## src/rtl/tcw_pkg.sv

```systemverilog
`timescale 1ns / 1ps
// ----------------------------------------------------------------------------
// tcw_pkg
// Shared types and constants of the text console writer: field widths,
// command and register codes, character codes and the queued operation.
// ----------------------------------------------------------------------------
package tcw_pkg;

  localparam int MAX_COLS_DEF = 80;
  localparam int MAX_ROWS_DEF = 60;

  localparam int CMD_W      = 2;
  localparam int CODE_W     = 8;
  localparam int COL_W      = 7;
  localparam int ROW_W      = 6;
  localparam int CFG_IDX_W  = 2;
  localparam int CFG_DATA_W = 8;

  typedef logic [CMD_W-1:0]     cmd_t;
  typedef logic [CODE_W-1:0]    code_t;
  typedef logic [COL_W-1:0]     col_t;
  typedef logic [ROW_W-1:0]     row_t;
  typedef logic [CFG_IDX_W-1:0] cfg_idx_t;

  // command codes
  localparam cmd_t CMD_PUT   = cmd_t'(0);
  localparam cmd_t CMD_READ  = cmd_t'(1);
  localparam cmd_t CMD_CLEAR = cmd_t'(2);

  // configuration register indexes
  localparam cfg_idx_t REG_COLOR = cfg_idx_t'(0);
  localparam cfg_idx_t REG_WIDE  = cfg_idx_t'(1);
  localparam cfg_idx_t REG_TALL  = cfg_idx_t'(2);

  // character and attribute codes
  localparam code_t LF_CODE    = code_t'(10);
  localparam code_t CR_CODE    = code_t'(13);
  localparam code_t SPACE_CODE = code_t'(32);
  localparam code_t RESET_ATTR = code_t'(240);

  localparam logic RESET_WIDE = 1'b0;
  localparam logic RESET_TALL = 1'b1;

  // screen geometry choices, before saturation to the store size
  localparam int COLS_WIDE   = 40;
  localparam int COLS_NARROW = 80;
  localparam int ROWS_TALL   = 30;
  localparam int ROWS_SHORT  = 60;

  localparam int QUEUE_DEPTH = 2;

  typedef enum logic [2:0] {
    OP_PUT,
    OP_NEWLINE,
    OP_READ,
    OP_CLEAR,
    OP_NOP
  } op_kind_t;

  // one classified item: cell position to touch plus the finished result
  typedef struct packed {
    op_kind_t kind;
    col_t     col;
    row_t     row;
    code_t    char_code;
    code_t    attr;
    col_t     res_col;
    row_t     res_row;
    logic     scroll;
    logic     oor;
  } op_t;

  typedef struct packed {
    col_t cols;
    row_t rows;
  } geo_t;

endpackage

```

## src/rtl/tcw_queue.sv

```systemverilog
`timescale 1ns / 1ps
// ----------------------------------------------------------------------------
// tcw_queue
// Short FIFO of classified operations between the front end and the
// screen engine.
// ----------------------------------------------------------------------------
module tcw_queue (
  input  logic         clk,
  input  logic         rst,
  input  logic         push,
  input  tcw_pkg::op_t push_op,
  output logic         full,
  input  logic         pop,
  output logic         head_valid,
  output tcw_pkg::op_t head
);

  localparam int Depth = tcw_pkg::QUEUE_DEPTH;
  localparam int PtrW  = (Depth > 1) ? $clog2(Depth) : 1;
  localparam int CntW  = $clog2(Depth + 1);
  localparam logic [PtrW-1:0] PtrLast = PtrW'(Depth - 1);

  tcw_pkg::op_t    slots [Depth];
  logic [PtrW-1:0] wr_ptr;
  logic [PtrW-1:0] rd_ptr;
  logic [CntW-1:0] count;

  assign full       = (count == CntW'(Depth));
  assign head_valid = (count != '0);
  assign head       = slots[rd_ptr];

  always_ff @(posedge clk) begin
    if (push) begin
      slots[wr_ptr] <= push_op;
    end
  end

  always_ff @(posedge clk) begin
    if (rst) begin
      wr_ptr <= '0;
      rd_ptr <= '0;
      count  <= '0;
    end else begin
      if (push) begin
        wr_ptr <= (wr_ptr == PtrLast) ? '0 : wr_ptr + 1'b1;
      end
      if (pop) begin
        rd_ptr <= (rd_ptr == PtrLast) ? '0 : rd_ptr + 1'b1;
      end
      if (push && !pop) begin
        count <= count + 1'b1;
      end else if (pop && !push) begin
        count <= count - 1'b1;
      end
    end
  end

endmodule

```

## config.mk

```make
export PLATFORM = sky130hd
export DESIGN_NAME = tcw_queue
export DESIGN_NICKNAME = d
export VERILOG_FILES = /design/src/rtl/tcw_pkg.sv /design/src/rtl/tcw_queue.sv
export SDC_FILE = /design/constraint.sdc
export NUM_CORES = 1
export LEC_CHECK = 0
export ABC_AREA = 1
export BUFFER_PORTS_ARGS = -buffer_cell sky130_fd_sc_hd__buf_2
export CAP_MARGIN = 40
export CORE_ASPECT_RATIO = 0.7
export CORE_UTILIZATION = 48
export DETAILED_ROUTE_END_ITERATION = 10
export HOLD_SLACK_MARGIN = 0.05
export PLACE_DENSITY_LB_ADDON = 0.2
export SYNTH_ARGS = -nofsm -noshare
export SYNTH_HDL_FRONTEND = slang
export SYNTH_SLANG_ARGS = --single-unit
export TNS_END_PERCENT = 10
```

## constraint.sdc

```tcl
create_clock -name clk -period 5.7 [get_ports clk]
set_input_delay 0.855 -clock clk [delete_from_list [all_inputs] [get_ports clk]]
set_output_delay 0.855 -clock clk [all_outputs]
set_load 0.02 [all_outputs]
```

==> results of run 1 <==
[state kept, by name, indices dropped and copies added, names as in the netlist, named ones only]
name / cells
wr_ptr: 1
slots: 94
rd_ptr: 1
count: 2
[cells by family after synthesis]
group / after synthesis
AOI/OAI and AO/OA: 2
xor gates and xnor gates: 1
adders and majority gates: 1
buffers and inverters: 14
DFF: 99
muxes: 47
and+or+nand+nor: 15
[layer usage]
layer	global-route usage [%]	share of wire (%)
met4	5.94	1.0
met2	24.8	48
met1	18.5	44
met3	5.82	7.2
met5	0	0
[synth_stat cells (all sizes together)]
cell type  instances  area (µm²)
ha                 1        12.5
dfxtp              5         100
a21oi              1        5.00
nor3               1        5.00
o21ai              1        5.00
inv                9        33.8
nand2              6        22.5
xnor2              1        8.76
mux2              47         642
nor2               6        22.5
edfxtp            94        2820
nand4              1        6.26
nand3              1        5.00
buf                5        50.0
[stage by stage]
stage          util [%]  instances
6_report           61.2        390
3_3_place_gp       58.4        373
4_1_cts            61.2        390
3_5_place_dp       58.7        374
5_1_grt            61.2        390
2_1_floorplan         -        179
[layout make-up]
type	instances	area [µm²]	area share, %
inverters	9	33.8	0.744
multi-input cells	66	742	16.3
flip-flops and latches	99	2920	64.4
repair buffers	102	531	11.7
clock buffers	11	131	2.89
clock inverters	5	53.8	1.19
well taps	98	123	2.70
[power breakdown]
group          leakage [µW]  internal (µW)  switching (µW)
registers          0.000924            839            15.0
logic              0.000787           91.3             113
clock network     0.0000870            201             214
[critical path, delay by kind of cell (launching register included)]
kind	cells	cell delay [ns]
buf+inv	2	0.72
flops	1	0.64
mux	1	0.39
[path summary, 6_finish.rpt]
path | from | to | cells past startpoint
setup reg to reg | wr_ptr$_SDFFE_PP0P_ | slots[0][9]$_DFFE_PP_ | 2
hold reg to reg | rd_ptr$_SDFFE_PP0P_ | rd_ptr$_SDFFE_PP0P_ | 2
setup / recovery | flop | head[33] | 3
hold / removal | rd_ptr$_SDFFE_PP0P_ | rd_ptr$_SDFFE_PP0P_ | 2
==> flow_summary.json, run 1 <==
{
  "slew_viol_final": 0,
  "crit_path_max_fanout": 30,
  "yosysSeqAreaShare_pct": 78.1,
  "synth_fa_ha_area_share_pct": 0.334,
  "finalInstanceArea_mm2": 0.00454,
  "synthCells": 179,
  "synth_xor_area_share_pct": 0.234,
  "clockRootBuffer": "clkbuf_8",
  "start_kind": "flop",
  "drv_cap": 0,
  "drive_above_1_share_pct": 56.5,
  "place_hpwl_mm": 3.92,
  "drc": 0,
  "drt-total-wl_mm": 5.85,
  "hold_path.class": "reg2reg",
  "rsz0062_at_grt": "no",
  "required_ns": 4.85,
  "drt-vias-per-instance": 4.84,
  "outcome": "complete, no violations",
  "post_drt_wl_per_cell_um": 15.0,
  "synth-compound-area-share_pct": 0.268,
  "ys_types": 16,
  "max_freq_mhz": 337,
  "end_kind": "output pin",
  "synth.avg_cell_area_um2": 20.9,
  "critPathMaxStageDelay_ns": 0.64,
  "setup_viol": 0,
  "antenna_found_initial": 0,
  "ctsHoldBuffers": 0,
  "path_cells": "buf_4, mux2_2, buf_2",
  "antenna-diode-count": 0,
  "final_cell_mix": "buf_2 (99), edfxtp_1 (94), mux2_4 (30)",
  "totalPowerFinal_uw": 1470,
  "synthMuxAreaShare_pct": 17.2,
  "p_leak_uw": 0.00180,
  "drtIter0Drc": 70,
  "dr.pass1.iters": 4,
  "grt_max_degree": 31,
  "clk_pin_slew_ns": 0.08,
  "timing.hold.ws_ns": 0.521,
  "gp_congestion": 0.685,
  "ys_warn_count": 0,
  "ys_ff_latch": 99,
  "fp-row-count": 26,
  "fin_ws_ns": 2.73,
  "start_util_pct": 50.4,
  "cts_buffer_depth": 2,
  "first_global_vias": 1813,
  "core_area_mm2": 0.00742,
  "io_pins": 100,
  "synth_area_mm2": 0.00374,
  "period_share_pct": 52.1,
  "cts_max_level": 3,
  "cts_inserted_buffers": 9,
  "layout_commonest_cell": "buf_2",
  "grt_use_total_pct": 15.1,
  "period_needed_ns": 2.97,
  "fin_nets": 339,
  "synth-simple-area-share_pct": 1.64,
  "power_density_mw_per_mm2": 325,
  "syn_to_final_growth_pct": 21.3,
  "numPortBuffers": 99,
  "die_w_um": 108,
  "die-area_mm2": 0.00816,
  "ctsResizeCount": 0,
  "setup_tns_ns": 0,
  "n_fill_cell": 564,
  "final-hold-violation-count": 0,
  "slew_headroom_pct": 48.7,
  "die_height_um": 75.9,
  "grt_pass1_wl_mm": 8.74,
  "grt-ovfl-total": 0,
  "tightest_slew_ns": 0.768,
  "clk_latency_ns": 0.35,
  "vias": 1888,
  "cts_tree": "yes",
  "cts.sinks": 99,
  "criticalPathCategory": "reg2out",
  "arrival_ns": 2.12,
  "ant_nets": 0,
  "post-place-ws_ns": 3.06,
  "cts_setup_buffers": 0,
  "reg2reg_setup_slack_ns": 3.95,
  "placed_cell_area_mm2": 0.00435,
  "fin_skew_ns": 0.0108,
  "slowest_stage": "dfxtp_2",
  "syn_nets": 231,
  "synth_top_family_by_area": "multiplexers",
  "max-vdd-ir-drop_v": 0.000178
}
Note: power is estimated with default switching activity, not from simulation.
==> inputs of run 2 (changes only) <==
--- a/config.mk
+++ b/config.mk
@@ -9,7 +9,7 @@
 export BUFFER_PORTS_ARGS = -buffer_cell sky130_fd_sc_hd__buf_2
 export CAP_MARGIN = 40
 export CORE_ASPECT_RATIO = 0.7
-export CORE_UTILIZATION = 48
+export CORE_UTILIZATION = 47
 export DETAILED_ROUTE_END_ITERATION = 10
 export HOLD_SLACK_MARGIN = 0.05
 export PLACE_DENSITY_LB_ADDON = 0.2
==> constraint.sdc (replaced) <==
create_clock -name clk -period 2.6 [get_ports clk]
set_input_delay 0.39 -clock clk [delete_from_list [all_inputs] [get_ports clk]]
set_output_delay 0.39 -clock clk [all_outputs]
set_load 0.02 [all_outputs]
==> flow_summary.json, run 2 (synthesis gave the netlist of run 1 again) <==
{
  "layout_commonest_cell": "buf_2",
  "drc": 0,
  "drtIter0Drc": 50,
  "die_w_um": 109,
  "cts.sinks": 99,
  "dr.pass1.iters": 4,
  "ctsResizeCount": 0,
  "syn_to_final_growth_pct": 23.9,
  "hold_depth": 1,
  "start_kind": "flop",
  "arrival_ns": 1.64,
  "grt_pass1_wl_mm": 8.99,
  "gp_congestion": 0.686,
  "grt_max_degree": 31,
  "first_global_vias": 1872,
  "largest_register_ffs": 94,
  "rsz0062_at_grt": "no",
  "io_pins": 100,
  "cts_inserted_buffers": 9,
  "drive_above_1_share_pct": 57.0,
  "drt-total-wl_mm": 5.90,
  "die-area_mm2": 0.00833,
  "final_cell_mix": "buf_2 (99), edfxtp_1 (94), mux2_4 (30)",
  "end_kind": "output pin",
  "criticalPathCategory": "reg2out",
  "start_util_pct": 50.0,
  "antenna-diode-count": 0,
  "die_height_um": 76.6,
  "setup_viol": 0,
  "tightest_slew_ns": 0.500,
  "r2r-end": "slots[1][8]$_DFFE_PP_",
  "max-vdd-ir-drop_v": 0.000487,
  "vias": 1872,
  "clk_pin_slew_ns": 0.07,
  "fp-row-count": 26,
  "ctsHoldBuffers": 0,
  "finalInstanceArea_mm2": 0.00464,
  "period_needed_ns": 2.03,
  "power_density_mw_per_mm2": 757,
  "regMostFlops": "slots",
  "antenna_found_initial": 0,
  "slew_viol_final": 0,
  "fin_skew_ns": 0.00443,
  "drt-vias-per-instance": 4.79,
  "placed_cell_area_mm2": 0.00437,
  "ant_nets": 0,
  "holdPathEnd": "slots[1][28]$_DFFE_PP_",
  "p_leak_uw": 0.00185,
  "outcome": "complete, no violations",
  "max_freq_mhz": 492,
  "fin_nets": 341,
  "clk_latency_ns": 0.33,
  "grt-ovfl-total": 0,
  "hp-start": "push_op[28]",
  "grt_use_total_pct": 14.8,
  "crit_path_max_fanout": 30,
  "n_fill_cell": 573,
  "cts_buffer_depth": 2,
  "final-hold-violation-count": 0,
  "ff2ff_path_depth": 3,
  "cts_setup_buffers": 0,
  "slew_headroom_pct": 66.7,
  "place_hpwl_mm": 4.04,
  "setup_tns_ns": 0,
  "hold_path.class": "in2reg",
  "r2r_start": "wr_ptr$_SDFFE_PP0P_",
  "cts_tree": "yes",
  "reg2reg_setup_slack_ns": 1.21,
  "numPortBuffers": 99,
  "required_ns": 2.21,
  "period_share_pct": 78.2,
  "drv_cap": 0,
  "cts_max_level": 3,
  "post_drt_wl_per_cell_um": 15.1,
  "clockRootBuffer": "clkbuf_16",
  "reg_top3": "slots x94, count x2",
  "core_area_mm2": 0.00748
}
[run 2: changes by cell type in the layout (fill, tap and decap cells not counted)]
cell and change:
buf_4 +2, clkbuf_16 +9, clkbuf_8 -9, clkinv_2 -1, clkbuf_1 -1, clkinvlp_4 -2
bufinv_16 -1, inv_6 +2, clkinv_4 +2
[run 2: worst max-delay path by stage]
stage               startpoint                    end  slack, ns  cells after the start
floorplan                 push  slots[0][0]$_DFFE_PP_       0.55                      2
CTS                       flop               head[27]       0.54                      3
finish                    flop               head[27]       0.57                      3
detailed placement        flop               head[34]       0.90                      3
global placement          flop               head[44]       0.92                      3
global route              flop               head[27]       0.49                      3
[run 2: routing by layer]
layer | share of wire (%) | track usage, %
met3 | 8.6 | 6.84
met1 | 42 | 16.6
met4 | 1.3 | 5.68
met5 | 0 | 0
met2 | 48 | 24.6
[run 2: final cells by class]
type                    count  area [µm²]  share of cell area [%]
clock buffers              10         229                    4.94
repair buffers            104         546                    11.8
flip-flops and latches     99        2920                    63.1
clock inverters             5        38.8                   0.837
well taps                  98         123                    2.65
inverters                   9        33.8                   0.729
multi-input cells          66         742                    16.0
[run 2: critical path: stages, from the launching register on]
cell	delay, ns
dfxtp_2	0.32
buf_4	0.42
mux2_2	0.39
buf_2	0.16
[run 2: through the flow]
stage	utilization (%)	instances	power (µW)	setup slack [ns]	hold WS [ns]
6_report	62.0	391	3510	0.568	0.244
5_1_grt	62.0	391	3630	0.487	0.228
4_1_cts	62.0	391	3540	0.540	0.233
3_5_place_dp	58.4	376	2370	0.905	0.501
3_3_place_gp	58.4	376	2360	0.918	0.496
2_1_floorplan	-	179	2210	0.551	0.462
[run 2: where the power goes]
group	leakage, µW	internal (µW)	switching, µW
sequential	0.000924	1840	22.8
combinational	0.000797	204	256
clock	0.000131	650	534
