==> src/rtl/tcw_pkg.sv <==
`timescale 1ns / 1ps
// ----------------------------------------------------------------------------
// tcw_pkg
// Shared types and constants of the text console writer: field widths,
// command and register codes, character codes and the queued operation.
// ----------------------------------------------------------------------------
package tcw_pkg;

  localparam int MAX_COLS_DEF = 80;
  localparam int MAX_ROWS_DEF = 60;

  localparam int CMD_W      = 2;
  localparam int CODE_W     = 8;
  localparam int COL_W      = 7;
  localparam int ROW_W      = 6;
  localparam int CFG_IDX_W  = 2;
  localparam int CFG_DATA_W = 8;

  typedef logic [CMD_W-1:0]     cmd_t;
  typedef logic [CODE_W-1:0]    code_t;
  typedef logic [COL_W-1:0]     col_t;
  typedef logic [ROW_W-1:0]     row_t;
  typedef logic [CFG_IDX_W-1:0] cfg_idx_t;

  // command codes
  localparam cmd_t CMD_PUT   = cmd_t'(0);
  localparam cmd_t CMD_READ  = cmd_t'(1);
  localparam cmd_t CMD_CLEAR = cmd_t'(2);

  // configuration register indexes
  localparam cfg_idx_t REG_COLOR = cfg_idx_t'(0);
  localparam cfg_idx_t REG_WIDE  = cfg_idx_t'(1);
  localparam cfg_idx_t REG_TALL  = cfg_idx_t'(2);

  // character and attribute codes
  localparam code_t LF_CODE    = code_t'(10);
  localparam code_t CR_CODE    = code_t'(13);
  localparam code_t SPACE_CODE = code_t'(32);
  localparam code_t RESET_ATTR = code_t'(240);

  localparam logic RESET_WIDE = 1'b0;
  localparam logic RESET_TALL = 1'b1;

  // screen geometry choices, before saturation to the store size
  localparam int COLS_WIDE   = 40;
  localparam int COLS_NARROW = 80;
  localparam int ROWS_TALL   = 30;
  localparam int ROWS_SHORT  = 60;

  localparam int QUEUE_DEPTH = 2;

  typedef enum logic [2:0] {
    OP_PUT,
    OP_NEWLINE,
    OP_READ,
    OP_CLEAR,
    OP_NOP
  } op_kind_t;

  // one classified item: cell position to touch plus the finished result
  typedef struct packed {
    op_kind_t kind;
    col_t     col;
    row_t     row;
    code_t    char_code;
    code_t    attr;
    col_t     res_col;
    row_t     res_row;
    logic     scroll;
    logic     oor;
  } op_t;

  typedef struct packed {
    col_t cols;
    row_t rows;
  } geo_t;

endpackage

==> src/rtl/tcw_channels.sv <==
`timescale 1ns / 1ps
// ----------------------------------------------------------------------------
// tcw_channels
// Valid/ready channels of the text console writer: command requests,
// results and configuration writes.
// ----------------------------------------------------------------------------
interface tcw_req_if;
  logic          valid;
  logic          ready;
  tcw_pkg::cmd_t  cmd;
  tcw_pkg::code_t char_code;
  tcw_pkg::col_t  cell_col;
  tcw_pkg::row_t  cell_row;

  modport source (output valid, output cmd, output char_code, output cell_col,
                  output cell_row, input ready);
  modport sink (input valid, input cmd, input char_code, input cell_col,
                input cell_row, output ready);
endinterface


interface tcw_cfg_if;
  logic                                valid;
  logic                                ready;
  tcw_pkg::cfg_idx_t                   index;
  logic [tcw_pkg::CFG_DATA_W-1:0]      data;

  modport source (output valid, output index, output data, input ready);
  modport sink (input valid, input index, input data, output ready);
endinterface

==> src/rtl/tcw_front.sv <==
`timescale 1ns / 1ps
// ----------------------------------------------------------------------------
// tcw_front
// Front end: configuration registers, cursor tracking and classification of
// each accepted command into a queued operation with its final result.
// ----------------------------------------------------------------------------
module tcw_front #(
  parameter int MAX_COLS = tcw_pkg::MAX_COLS_DEF,
  parameter int MAX_ROWS = tcw_pkg::MAX_ROWS_DEF
) (
  input  logic           clk,
  input  logic           rst,
  tcw_req_if.sink        req,
  tcw_cfg_if.sink        cfg,
  input  logic           q_full,
  input  logic           init_busy,
  output logic           q_push,
  output tcw_pkg::op_t   q_op,
  output tcw_pkg::geo_t  geo
);

  localparam tcw_pkg::col_t ColsWide = tcw_pkg::col_t'(
    (tcw_pkg::COLS_WIDE > MAX_COLS) ? MAX_COLS : tcw_pkg::COLS_WIDE);
  localparam tcw_pkg::col_t ColsNarrow = tcw_pkg::col_t'(
    (tcw_pkg::COLS_NARROW > MAX_COLS) ? MAX_COLS : tcw_pkg::COLS_NARROW);
  localparam tcw_pkg::row_t RowsTall = tcw_pkg::row_t'(
    (tcw_pkg::ROWS_TALL > MAX_ROWS) ? MAX_ROWS : tcw_pkg::ROWS_TALL);
  localparam tcw_pkg::row_t RowsShort = tcw_pkg::row_t'(
    (tcw_pkg::ROWS_SHORT > MAX_ROWS) ? MAX_ROWS : tcw_pkg::ROWS_SHORT);

  tcw_pkg::code_t color_attr;
  logic           wide_chars;
  logic           tall_chars;
  tcw_pkg::col_t  cur_col;
  tcw_pkg::row_t  cur_row;

  logic           wide_new;
  logic           tall_new;
  tcw_pkg::col_t  cols_new;
  tcw_pkg::row_t  rows_new;
  logic           is_nl;
  tcw_pkg::col_t  col_inc;
  tcw_pkg::row_t  row_inc;

  assign req.ready = !q_full && !init_busy;
  assign cfg.ready = 1'b1;
  assign q_push    = req.valid && req.ready;

  assign geo.cols = wide_chars ? ColsWide : ColsNarrow;
  assign geo.rows = tall_chars ? RowsTall : RowsShort;

  // geometry after the pending configuration write, for the cursor clamp
  assign wide_new = (cfg.index == tcw_pkg::REG_WIDE) ? cfg.data[0] : wide_chars;
  assign tall_new = (cfg.index == tcw_pkg::REG_TALL) ? cfg.data[0] : tall_chars;
  assign cols_new = wide_new ? ColsWide : ColsNarrow;
  assign rows_new = tall_new ? RowsTall : RowsShort;

  assign is_nl   = (req.char_code == tcw_pkg::LF_CODE) || (req.char_code == tcw_pkg::CR_CODE);
  assign col_inc = cur_col + 1'b1;
  assign row_inc = cur_row + 1'b1;

  always_comb begin
    q_op           = '0;
    q_op.kind      = tcw_pkg::OP_NOP;
    q_op.res_col   = cur_col;
    q_op.res_row   = cur_row;
    q_op.attr      = color_attr;
    q_op.char_code = req.char_code;
    unique case (req.cmd)
      tcw_pkg::CMD_PUT: begin
        q_op.kind = is_nl ? tcw_pkg::OP_NEWLINE : tcw_pkg::OP_PUT;
        q_op.col  = cur_col;
        q_op.row  = cur_row;
        if (is_nl || (col_inc >= geo.cols)) begin
          q_op.res_col = '0;
          // past the last row: scroll, cursor stays on the bottom row
          if (row_inc >= geo.rows) begin
            q_op.scroll = 1'b1;
          end else begin
            q_op.res_row = row_inc;
          end
        end else begin
          q_op.res_col = col_inc;
        end
      end
      tcw_pkg::CMD_READ: begin
        q_op.kind = tcw_pkg::OP_READ;
        q_op.col  = req.cell_col;
        q_op.row  = req.cell_row;
        q_op.oor  = (req.cell_col >= geo.cols) || (req.cell_row >= geo.rows);
      end
      tcw_pkg::CMD_CLEAR: begin
        q_op.kind    = tcw_pkg::OP_CLEAR;
        q_op.res_col = '0;
        q_op.res_row = '0;
      end
      default: begin
      end
    endcase
  end

  always_ff @(posedge clk) begin
    if (rst) begin
      color_attr <= tcw_pkg::RESET_ATTR;
      wide_chars <= tcw_pkg::RESET_WIDE;
      tall_chars <= tcw_pkg::RESET_TALL;
      cur_col    <= '0;
      cur_row    <= '0;
    end else if (cfg.valid) begin
      if (cfg.index == tcw_pkg::REG_COLOR) begin
        color_attr <= cfg.data;
      end
      if ((cfg.index == tcw_pkg::REG_WIDE) || (cfg.index == tcw_pkg::REG_TALL)) begin
        wide_chars <= wide_new;
        tall_chars <= tall_new;
        if (cur_col >= cols_new) begin
          cur_col <= cols_new - 1'b1;
        end
        if (cur_row >= rows_new) begin
          cur_row <= rows_new - 1'b1;
        end
      end
    end else if (q_push) begin
      cur_col <= q_op.res_col;
      cur_row <= q_op.res_row;
    end
  end

endmodule

==> src/flat_wrapper.sv <==
// flat-port wrapper written by rule: the top's interface ports become plain ports
module tcw_front_flat 
#(
  parameter int MAX_COLS = tcw_pkg::MAX_COLS_DEF,
  parameter int MAX_ROWS = tcw_pkg::MAX_ROWS_DEF
)
  (clk, rst, q_full, init_busy, q_push, q_op, geo, req_valid, req_cmd, req_char_code, req_cell_col, req_cell_row, req_ready, cfg_valid, cfg_index, cfg_data, cfg_ready);
  tcw_req_if req_i ();
  tcw_cfg_if cfg_i ();
  input  logic clk;
  input  logic rst;
  input  logic q_full;
  input  logic init_busy;
  output logic q_push;
  output tcw_pkg::op_t q_op;
  output tcw_pkg::geo_t geo;
  input wire logic [$bits(req_i.valid)-1:0] req_valid;
  input wire logic [$bits(req_i.cmd)-1:0] req_cmd;
  input wire logic [$bits(req_i.char_code)-1:0] req_char_code;
  input wire logic [$bits(req_i.cell_col)-1:0] req_cell_col;
  input wire logic [$bits(req_i.cell_row)-1:0] req_cell_row;
  output wire logic [$bits(req_i.ready)-1:0] req_ready;
  input wire logic [$bits(cfg_i.valid)-1:0] cfg_valid;
  input wire logic [$bits(cfg_i.index)-1:0] cfg_index;
  input wire logic [$bits(cfg_i.data)-1:0] cfg_data;
  output wire logic [$bits(cfg_i.ready)-1:0] cfg_ready;
  assign req_i.valid = req_valid;
  assign req_i.cmd = req_cmd;
  assign req_i.char_code = req_char_code;
  assign req_i.cell_col = req_cell_col;
  assign req_i.cell_row = req_cell_row;
  assign req_ready = req_i.ready;
  assign cfg_i.valid = cfg_valid;
  assign cfg_i.index = cfg_index;
  assign cfg_i.data = cfg_data;
  assign cfg_ready = cfg_i.ready;
  tcw_front #(.MAX_COLS(MAX_COLS), .MAX_ROWS(MAX_ROWS)) u_core (.clk(clk), .rst(rst), .req(req_i), .cfg(cfg_i), .q_full(q_full), .init_busy(init_busy), .q_push(q_push), .q_op(q_op), .geo(geo));
endmodule
==> config.mk <==
export PLATFORM = sky130hd
export DESIGN_NAME = tcw_front_flat
export DESIGN_NICKNAME = d
export VERILOG_FILES = /design/src/rtl/tcw_pkg.sv /design/src/rtl/tcw_channels.sv /design/src/rtl/tcw_front.sv /design/src/flat_wrapper.sv
export SDC_FILE = /design/constraint.sdc
export NUM_CORES = 1
export LEC_CHECK = 0
export ABC_AREA = 1
export BUFFER_PORTS_ARGS = -buffer_cell sky130_fd_sc_hd__buf_4
export CAP_MARGIN = 20
export CORE_UTILIZATION = 45
export DETAILED_ROUTE_END_ITERATION = 10
export GPL_TIMING_DRIVEN = 0
export HOLD_SLACK_MARGIN = 0.03
export MAX_ROUTING_LAYER = met4
export PLACE_DENSITY = 0.73
export SLEW_MARGIN = 20
export SYNTH_ARGS = -nofsm -noshare
export SYNTH_HDL_FRONTEND = slang
export SYNTH_SLANG_ARGS = --single-unit
==> constraint.sdc <==
create_clock -name clk -period 4.4 [get_ports clk]
set_input_delay 0.22 -clock clk [delete_from_list [all_inputs] [get_ports clk]]
set_output_delay 0.22 -clock clk [all_outputs]
set_load 0.005 [all_outputs]
==> results of run 1 <==
==> sequential cells by signal, summed over array words and instances (netlist names) <==
register           flops
u_core.color_attr      8
u_core.wide_chars      1
u_core.cur_col         7
u_core.cur_row         6
u_core.tall_chars      1
==> layout make-up <==
cell class,count,area [sq um]
inverter,64,240
clock buffer,3,41.3
buffer,27,189
sequential,23,460
clock inverter,1,5.00
tap,70,87.6
multi-input combinational,251,1500
fill,501,1860
timing repair buffer,92,691
==> worst register-to-register path: stages, from the launching register on <==
cell and delay, ns:
dfxtp_1 0.58, inv_1 0.23, o21ai_0 0.44, inv_1 0.16, ha_1 0.32, and3_1 0.15, nand4_1 0.06, nand3_1 0.09
o21ai_2 0.36, inv_1 0.12, o21ai_0 0.17, a21oi_1 0.05
==> routing by layer <==
metal  part of all wire [%]  global-route usage, %
met4                   0.81                   4.40
met1                     46                   30.0
met3                    8.5                   3.52
met2                     45                   40.7
met5                      0                      -
==> final timing paths <==
kind                                            end  cells past startpoint
setup / recovery                            q_op[6]                     16
hold / removal    u_core.color_attr[4]$_SDFFE_PP1P_                      3
setup reg to reg     u_core.cur_col[3]$_SDFFE_PP0P_                     11
hold reg to reg   u_core.color_attr[7]$_SDFFE_PP1P_                      2
==> logic make-up after synthesis <==
kind of cell	after synthesis	synth area share, %
AOI/OAI and AO/OA	70	17.9
other	2	0.317
xor gates and xnor gates	5	1.85
DFF	23	19.4
buffers and inverters	91	18.1
adders and majority gates	28	14.8
and+or+nand+nor	140	27.6
==> through the flow <==
stage               instance area (sq um)  util (%)  setup WS, ns  cells  power [W]
detailed placement                   3170      62.5          1.60    527   0.000507
global route                         3220      63.4          1.03    531   0.000687
CTS                                  3220      63.4          1.33    531   0.000642
floorplan                            2390         -          2.05    365   0.000392
finish                               3220      63.4          1.32    531   0.000639
global placement                     3170      62.5          1.64    527   0.000500
==> power groups by stage <==
stage,Sequential [W],Clock (W),Combinational [W]
2_1_floorplan,0.000240,0,0.000152
3_3_place_gp,0.000244,0,0.000256
3_5_place_dp,0.000244,0,0.000262
4_1_cts,0.000240,0.000139,0.000263
5_1_grt,0.000242,0.000149,0.000296
6_report,0.000240,0.000136,0.000262
==> synth_stat cells, types with 4 or more instances <==
cell / count
nor2_1: 22
dfxtp_1: 23
nand3_1: 18
o21ai_1: 4
nand4_1: 5
clkbuf_1: 4
inv_2: 9
inv_1: 55
xor2_1: 5
buf_4: 21
o22ai_1: 6
o21ai_0: 27
a21oi_1: 16
ha_1: 28
nand2_1: 76
==> metrics, run 1 <==
hold slack 0.147 ns; Crit Path Max Fanout 4; ys async rst share 0%; critical path type reg -> out; post-synth top area cell dfxtp_1; synth unique cells 39; Critical Path Max Stage Delay 0.36 ns; RSZ-0062 raised after global routing no; Vias 2568; Comb pwr share 41.1%; vias in the first global route 2283; Pre-Repair DR Iteration Count 4; fin crit period 3.08 ns; CTS H-Tree Depth 1; CTS Buffer Depth 2; FF+latch count, synth 23; Crit. End Element primary output; Final TNS setup 0 ns; DRT iter0 DRCs 139; number of buffers created by CTS 3; DRC violations left 0; max-cap viol count 0; pin count of the biggest net entering global routing 14; CTS root buf clkbuf_8; Switch Pwr 0.000226 W; port buffer count 92; Area Overhead vs Synth 35.7%; Pint 0.000413 W; initial antenna violation count 0; required time worst endpoint 4.18 ns; first-pass GRT wire length 10.1 mm; count of standard-cell rows 26; CP dominant cell by count nand2_1; crit path from u_core.cur_col[1]$_SDFFE_PP0P_; initial cell density of the core 46.7%; Reg2Reg Launch Point u_core.wide_chars$_SDFFE_PP0P_; DR vias/cell 4.84; Die Footprint 0.00556 sq mm; DP HPWL 5.39 mm; ANT cells 0; CTS sink cnt 23; slowest CP cell dfxtp_1; status finished clean; Setup-failing EPs final 0; register area share after synthesis 19.4%; Mapped Area 0.00237 sq mm; delay-heaviest family, CP simple AND/OR/NAND/NOR gates; setup repair bufs after CTS 0; CP Launch Type flip-flop; WL final 6.45 mm; Hold Path Origin cfg_data[4]; most common cell after layout, fill and taps aside buf_4; Final Hold Viols 0; die width 74.6 um; Tot GR Track Use 23.9%; Post-synth EDFFs 0; nets 529; Peak VDD IR 0.233 mV; FMAX 325 MHz; Pins Over Slew Limit 0; Clock transition at path regs 0.09 ns; worst slew pin tran 0.554 ns; Yosys top cell area share 19.4%; Worst R2R Setup Slack 1.58 ns; RePlAce Congestion 0.878; Power Dens Cells 199 mW/mm^2; DR WL/cell 12.1 um; Syn Inst Count 359; Synth Flop Type dfxtp_1; CTS-repair resized insts 0; critical-path cell list ha_1, nand2_1, inv_2, nand4_1, xor2_1, inv_1, ha_1, nand2_1, inv_2, a21oi_1, nand3_2, nand2_1, o21ai_0, o21ai_1, o21ai_0, buf_4; LEAKAGE 1.75 nW; CTS tree done; yosys warns 0; Post-CTS Hold Buffers 0; Final Cycle Share 70.0%; Core ar. 0.00507 sq mm; # IOs 102; clk_skew 0.00170 ns; Buf+Inv Stages, Crit Path 4; Worst-Skew Late Latency 0.27 ns; Clock Power Share 21.4%; grt total ovfl 0; Post-Syn Area per Cell 6.60 sq um; Worst Path Arrival 2.86 ns; hold crit path type in -> reg; Sequential Power Share 37.6%; share of cells above drive strength 1 32.8%; Net Sw Frac 35.4%; chip height 74.6 um; most frequent cells in the layout 113 x buf_4, 76 x nand2_1, 55 x inv_1; synth top area cells dfxtp_1 19%, ha_1 15%, nand2_1 12%; antenna-violating nets left 0; Rel. slew slack 62.7%
No activity file was read; power rests on OpenSTA's default activity.
==> run 2: changes to the inputs <==
Settings changed: ABC_AREA 1 to 0.
Clock period 4.4 ns to 3 ns, I/O delays scaled along.
==> run 2 against run 1 <==
  * Via count increased by 9.2%
  * Core utilization increased by 3.3 points
  * Clock-buffer cell count unchanged
  * Total power increased by 37%
  * Sequential power increased by 43%
  * Clock power increased by 50%
  * First-iteration DRC count increased by 27%
  * Design area increased by 7.2%
  * Sequential share of layout area decreased by 0.56 points
  * Critical path depth decreased by 6
  * Synthesized cell count decreased by 11%
  * Wire length increased by 18%
  * Critical path type unchanged
  * Critical endpoint unchanged
  * Largest cell class unchanged
  * Largest power group is now registers
  * Highest routed layer unchanged
==> metrics, run 2 <==
Worst R2R Setup Slack 0.28 ns (-1.30 ns); Area Overhead vs Synth 41.5%; post-synth top area cell dfxtp_1; yosys warns 0 (unchanged); Post-CTS Hold Buffers 0 (unchanged); Clock transition at path regs 0.09 ns (about the same); Final Cycle Share 96.7%; Pre-Repair DR Iteration Count 5 (+1); Pins Over Slew Limit 0 (unchanged); port buffer count 93 (+1.1%); Post-synth EDFFs 0 (unchanged); Hold Path Origin cfg_data[6]; Buf+Inv Stages, Crit Path 1 (-3); worst slew pin tran 0.856 ns (+0.302 ns); Crit. End Element primary output; synth unique cells 63 (+62%); Tot GR Track Use 27.4% (+3.5 points); most common cell after layout, fill and taps aside buf_4; number of buffers created by CTS 3 (unchanged); Syn Inst Count 318 (-11%); vias in the first global route 2458 (+7.7%); Reg2Reg Launch Point u_core.cur_col[0]$_SDFFE_PP0P_; Worst Path Arrival 2.75 ns (-0.11 ns); DR WL/cell 15.2 um (+25%); Rel. slew slack 42.8% (-20 points); synth top area cells dfxtp_1 19%, ha_1 14%, buf_4 6.2%; Top reg by flops u_core.color_attr; initial cell density of the core 47.1% (+0.40 points); Peak VDD IR 0.183 mV (-21%); max-cap viol count 0 (unchanged); DP HPWL 5.75 mm (+6.6%); reg2reg end u_core.cur_col[5]$_SDFFE_PP0P_; most frequent cells in the layout 124 x buf_4, 39 x nand2_1, 26 x ha_1; Worst-Skew Late Latency 0.27 ns (about the same); die width 75.6 um (+1.3%); most numerous cell in the Yosys netlist nand2_1; Post-synth top cells 39 x nand2_1, 28 x ha_1, 23 x dfxtp_1, 22 x inv_1, 22 x nand3_1; RePlAce Congestion 0.938 (+6.9%); critical path type reg -> out; Mapped Area 0.00244 sq mm (+2.8%); Die Footprint 0.00571 sq mm (+2.7%); pin count of the biggest net entering global routing 14 (unchanged); first-pass GRT wire length 11.7 mm (+16%); ys async rst share 0% (unchanged); DR vias/cell 5.61 (+16%); Crit Path Max Fanout 9 (+5); delay-heaviest family, CP simple AND/OR/NAND/NOR gates; initial antenna violation count 0 (unchanged); RSZ-0062 raised after global routing yes; CTS Buffer Depth 2 (unchanged); DRT iter0 DRCs 176 (+27%); antenna-violating nets left 0 (unchanged); nets 498 (-5.9%); worst-case reg-to-reg path depth 12 (+1); Critical Path Max Stage Delay 0.40 ns (+0.04 ns); Final Hold Viols 0 (unchanged); CTS H-Tree Depth 1 (unchanged); required time worst endpoint 2.85 ns (-1.33 ns); CTS tree done; # IOs 102 (unchanged); CP Launch Type flip-flop; Power Dens Cells 253 mW/mm^2 (+28%); count of standard-cell rows 26 (unchanged); biggest registers after layout u_core.color_attr: 8 flops, u_core.cur_col: 7 flops, u_core.cur_row: 6 flops; LEAKAGE 1.64 nW (-6.3%); hold crit path type in -> reg; slowest CP cell or3_4; Vias 2804 (+9.2%); CTS root buf clkbuf_8; Hold Path Depth 3 (unchanged); CTS sink cnt 23 (unchanged); share of cells above drive strength 1 36.5% (+3.8 points); register area share after synthesis 18.9% (-0.53 points); critical-path cell list ha_4, nand3_4, xnor2_4, ha_4, and4_4, o311a_4, or3_4, a21o_1, a31oi_1, buf_4; Setup-failing EPs final 0 (unchanged); status finished clean; fin crit period 2.90 ns; CP dominant cell by count ha_4; Final TNS setup 0 ns (unchanged); grt total ovfl 0 (unchanged); Post-Syn Area per Cell 7.66 sq um (+16%); Yosys top cell area share 18.9% (-0.53 points); chip height 75.6 um (+1.3%); Core ar. 0.00517 sq mm (+1.9%); Synth Flop Type dfxtp_1; ANT cells 0 (unchanged); FMAX 345 MHz; FF+latch count, synth 23 (unchanged); Design Power 0.000874 W (+37%); Hold Path Sink u_core.color_attr[6]$_SDFFE_PP1P_; clk_skew 0.00207 ns (+0.000368 ns); WL final 7.59 mm (+18%); DRC violations left 0 (unchanged); max reg flops 8 (unchanged)
## run 2: cell types whose count changed after synthesis, sizes merged, moves of 5 or more
cell,delta
a31oi,+5
a211oi,+6
nor3,+8
nor2,-13
a22o,+9
o22ai,-9
o21ai,-18
inv,-42
nand2,-42
a21oi,-7
## run 2: where the power goes
group | leakage, nW | switching (W) | internal (W)
combinational | 1.43 | 0.000156 | 0.000172
sequential | 0.191 | 0.0000242 | 0.000318
clock | 0.0255 | 0.000111 | 0.0000931
## run 2: worst min-delay path, stage by stage
cell and delay [ns]:
buf_4 0.08, nand3_1 0.05, nand3_1 0.07
## run 2: repair_timing
| item | in CTS | in global routing |
|---|---|---|
| cloned | 0 | 0 |
| setup endpoints to repair | 22 | 13 |
| setup buffers | 5 | 5 |
| pin swaps | 3 | 7 |
| resized for setup | 10 | 12 |
## run 2: how the worst max path moves through the flow
stage / startpoint / to / slack [ns] / depth (start not counted)
global placement: u_core.cur_col[0]$_SDFFE_PP0P_ / q_op[6] / -0.14 / 11
floorplan: u_core.cur_col[0]$_SDFFE_PP0P_ / q_op[6] / 0.30 / 10
CTS: u_core.cur_col[4]$_SDFFE_PP0P_ / q_op[6] / 0.004 / 10
global route: u_core.cur_col[0]$_SDFFE_PP0P_ / q_op[6] / -0.004 / 10
detailed placement: u_core.cur_col[0]$_SDFFE_PP0P_ / q_op[6] / -0.18 / 11
finish: u_core.cur_col[0]$_SDFFE_PP0P_ / q_op[6] / 0.1 / 10
## run 2: metal layers
layer  wire length [um]  vias to the layer above  GRT usage (%)
met5                  0                        -              -
met2               3710                      106           45.2
met1               3280                     1313           34.2
li1                   -                     1367              -
met3                420                       18           3.84
met4                167                        0           9.67
## run 2: cell type report
class,instances,area [sq um]
buffer,34,210
clock buffer,3,41.3
clock inverter,1,5.00
fill,473,1730
inverter,22,82.6
multi-input combinational,244,1770
sequential,23,474
tap,70,87.6
timing repair buffer,103,773
## run 2: per-stage QoR
step                utilization [%]  instances  cell area (sq um)  setup slack [ns]  hold WS, ns
detailed placement             62.7        487               3240            -0.177        0.386
floorplan                         -        324               2460             0.303        0.297
CTS                            65.2        496               3370           0.00417       0.0977
global placement               62.7        487               3240            -0.143        0.384
finish                         66.6        500               3450            0.0983        0.101
global route                   66.6        500               3450          -0.00401       0.0953
## run 2: cells by family after synthesis
logic type	count (synthesis)	synth area share (%)
AND/OR/NAND/NOR	115	24.7
AO/OA/AOI/OAI	83	25.6
buffers and inverters	57	12.4
adder cells (fa/ha/maj)	28	14.4
flip-flops	23	18.9
XOR/XNOR	7	2.52
multiplexers	3	1.28
other	2	0.308
==> run 3: changes to the inputs <==
Settings changed: CORE_ASPECT_RATIO set to 1.4.
==> run 3 against run 2 <==
  * Critical path depth increased by 1
  * Clock-buffer cell count did not move
  * Via count fell by 2.6%
  * Combinational power is 1% lower
  * Design area is 0.73% lower
  * Global-route usage is 0.19 points lower
  * Clock skew is 0.0011 ns lower
  * Sequential power about the same
  * Critical path type unchanged
  * Highest routed layer unchanged
  * Flip-flop and latch count unchanged
  * Core utilization down 0.80 points
  * Hold slack better by 0.0096 ns
  * Fmax down 1.3%
==> metrics, run 3 (synthesis results as in run 2) <==
status finished clean; count of standard-cell rows 31 (+19%); Vias 2732 (-2.6%); Worst Path Arrival 2.79 ns (+0.04 ns); vias in the first global route 2527 (+2.8%); Final Hold Viols 0 (unchanged); hold crit path type in -> reg; clk_skew 0.00101 ns (-0.00106 ns); DRT iter0 DRCs 209 (+19%); grt total ovfl 0 (unchanged); hold slack 0.111 ns (+0.00959 ns); DR WL/cell 15.1 um (-0.26%); share of cells above drive strength 1 36.5% (unchanged); max-cap viol count 0 (unchanged); # IOs 102 (unchanged); first-pass GRT wire length 11.9 mm (+1.6%); RePlAce Congestion 0.923 (-1.6%); met1 usage 29.0% (-5.2 points); most frequent cells in the layout 121 x buf_4, 39 x nand2_1, 27 x ha_1; CTS H-Tree Depth 1 (unchanged); FMAX 340 MHz (-1.3%); Tot GR Track Use 27.2% (-0.19 points); ANT cells 0 (unchanged); Rel. slew slack 34.9% (-7.9 points); worst slack, placed -0.165 ns (+0.0118 ns); worst slew pin tran 0.974 ns (+0.118 ns); fin crit period 2.94 ns (+0.0389 ns); M3 GR Usage 3.19% (-0.65 points); Final TNS setup 0 ns (unchanged); Top reg by flops u_core.color_attr; Core ar. 0.00520 sq mm (+0.48%); DR vias/cell 5.51 (-1.8%); CTS root buf clkbuf_8; Peak VDD IR 0.151 mV (-18%); gr busiest metal met2; chip height 89.1 um (+18%); critical-path cell list buf_4, nand3_1, xnor2_2, ha_1, and4_4, o311a_4, or3_4, buf_6, a21o_1, a31oi_2, buf_4; Pins Over Slew Limit 0 (unchanged); max reg flops 8 (unchanged); Crit. End Element primary output; biggest registers after layout u_core.color_attr: 8 flops, u_core.cur_col: 7 flops, u_core.cur_row: 6 flops; Clock transition at path regs 0.09 ns (about the same); delay-heaviest family, CP compound AO/OA/AOI/OAI gates; Worst-Skew Late Latency 0.26 ns (about the same); initial antenna violation count 0 (unchanged); WL final 7.51 mm (-1.1%); Design Power 0.000863 W (-1.2%); slowest CP cell dfxtp_4; CTS sink cnt 23 (unchanged); die width 64.2 um (-15%); Pre-Repair DR Iteration Count 4 (-1); most common cell after layout, fill and taps aside buf_4; port buffer count 93 (unchanged); initial cell density of the core 46.9% (-0.23 points); CP dominant cell by count buf_4; worst setup margin 0.0593 ns (-0.0389 ns); CP Launch Type flip-flop; Final Cycle Share 98.0% (+1.3 points); DP HPWL 5.90 mm (+2.6%); GR Util met2 51.8% (+6.6 points); number of buffers created by CTS 3 (unchanged); nets 498 (unchanged); Crit Path Max Fanout 9 (unchanged); Power Dens Cells 252 mW/mm^2 (-0.50%); LEAKAGE 1.65 nW (+0.31%); Setup-failing EPs final 0 (unchanged); Critical Path Max Stage Delay 0.37 ns (-0.03 ns); Post-CTS Hold Buffers 0 (unchanged); DRC violations left 0 (unchanged); pin count of the biggest net entering global routing 14 (unchanged); Buf+Inv Stages, Crit Path 3 (+2); Area Overhead vs Synth 40.5%; required time worst endpoint 2.85 ns (about the same); antenna-violating nets left 0 (unchanged); RSZ-0062 raised after global routing yes; CTS Buffer Depth 2 (unchanged); critical path type reg -> out; CTS tree done; Die Footprint 0.00572 sq mm (about the same)
## run 3: per-stage QoR
stage	area, sq um	cells	util [%]
finish	3420	496	65.8
global route	3420	496	65.8
CTS	3360	491	64.6
detailed placement	3240	483	62.3
global placement	3240	483	62.3
floorplan	2460	324	-
## run 3: path summary, 6_finish.rpt
check | from | endpoint | slack (ns) | depth (start not counted)
worst max-delay path | u_core.cur_col[0]$_SDFFE_PP0P_ | q_op[6] | 0.06 | 11
worst min-delay path | cfg_data[7] | u_core.color_attr[7]$_SDFFE_PP1P_ | 0.11 | 3
worst max register to register | u_core.wide_chars$_SDFFE_PP0P_ | u_core.cur_col[6]$_SDFFE_PP0P_ | 0.34 | 9
worst min register to register | u_core.color_attr[2]$_SDFFE_PP0P_ | u_core.color_attr[2]$_SDFFE_PP0P_ | 0.46 | 2
## run 3: timing repair
item                                   in CTS  in global routing
endpoints found under the hold margin       0                  0
buffers inserted                            4                  5
pin swaps                                   4                  2
gates cloned                                0                  0
setup endpoints to repair                  20                 13
gates resized for setup                    10                  9
## run 3: tightest hold or removal path: stages
cell,delay (ns)
buf_4,0.08
nand3_1,0.05
nand3_1,0.07
## run 3: report_power, final
part | switching, W | total, W | internal [W]
registers | 0.0000231 | 0.000342 | 0.000319
clock network | 0.000104 | 0.000197 | 0.0000928
logic | 0.000153 | 0.000324 | 0.000171
total | 0.000281 | 0.000863 | 0.000583
## run 3: layout make-up
class | count | area (sq um)
plain buffers | 35 | 221
clock buffers | 3 | 41.3
well taps | 66 | 82.6
inverters | 22 | 82.6
flip-flops and latches | 23 | 472
multi-input cells | 244 | 1750
repair buffers | 102 | 769
clock inverters | 1 | 5.00
fillers | 510 | 1780
## run 3: layer usage
layer  up-vias  wire (um)
met5         -          0
met4         0        187
met3        20        273
met2        82       4120
met1      1266       2930
li1       1364          -
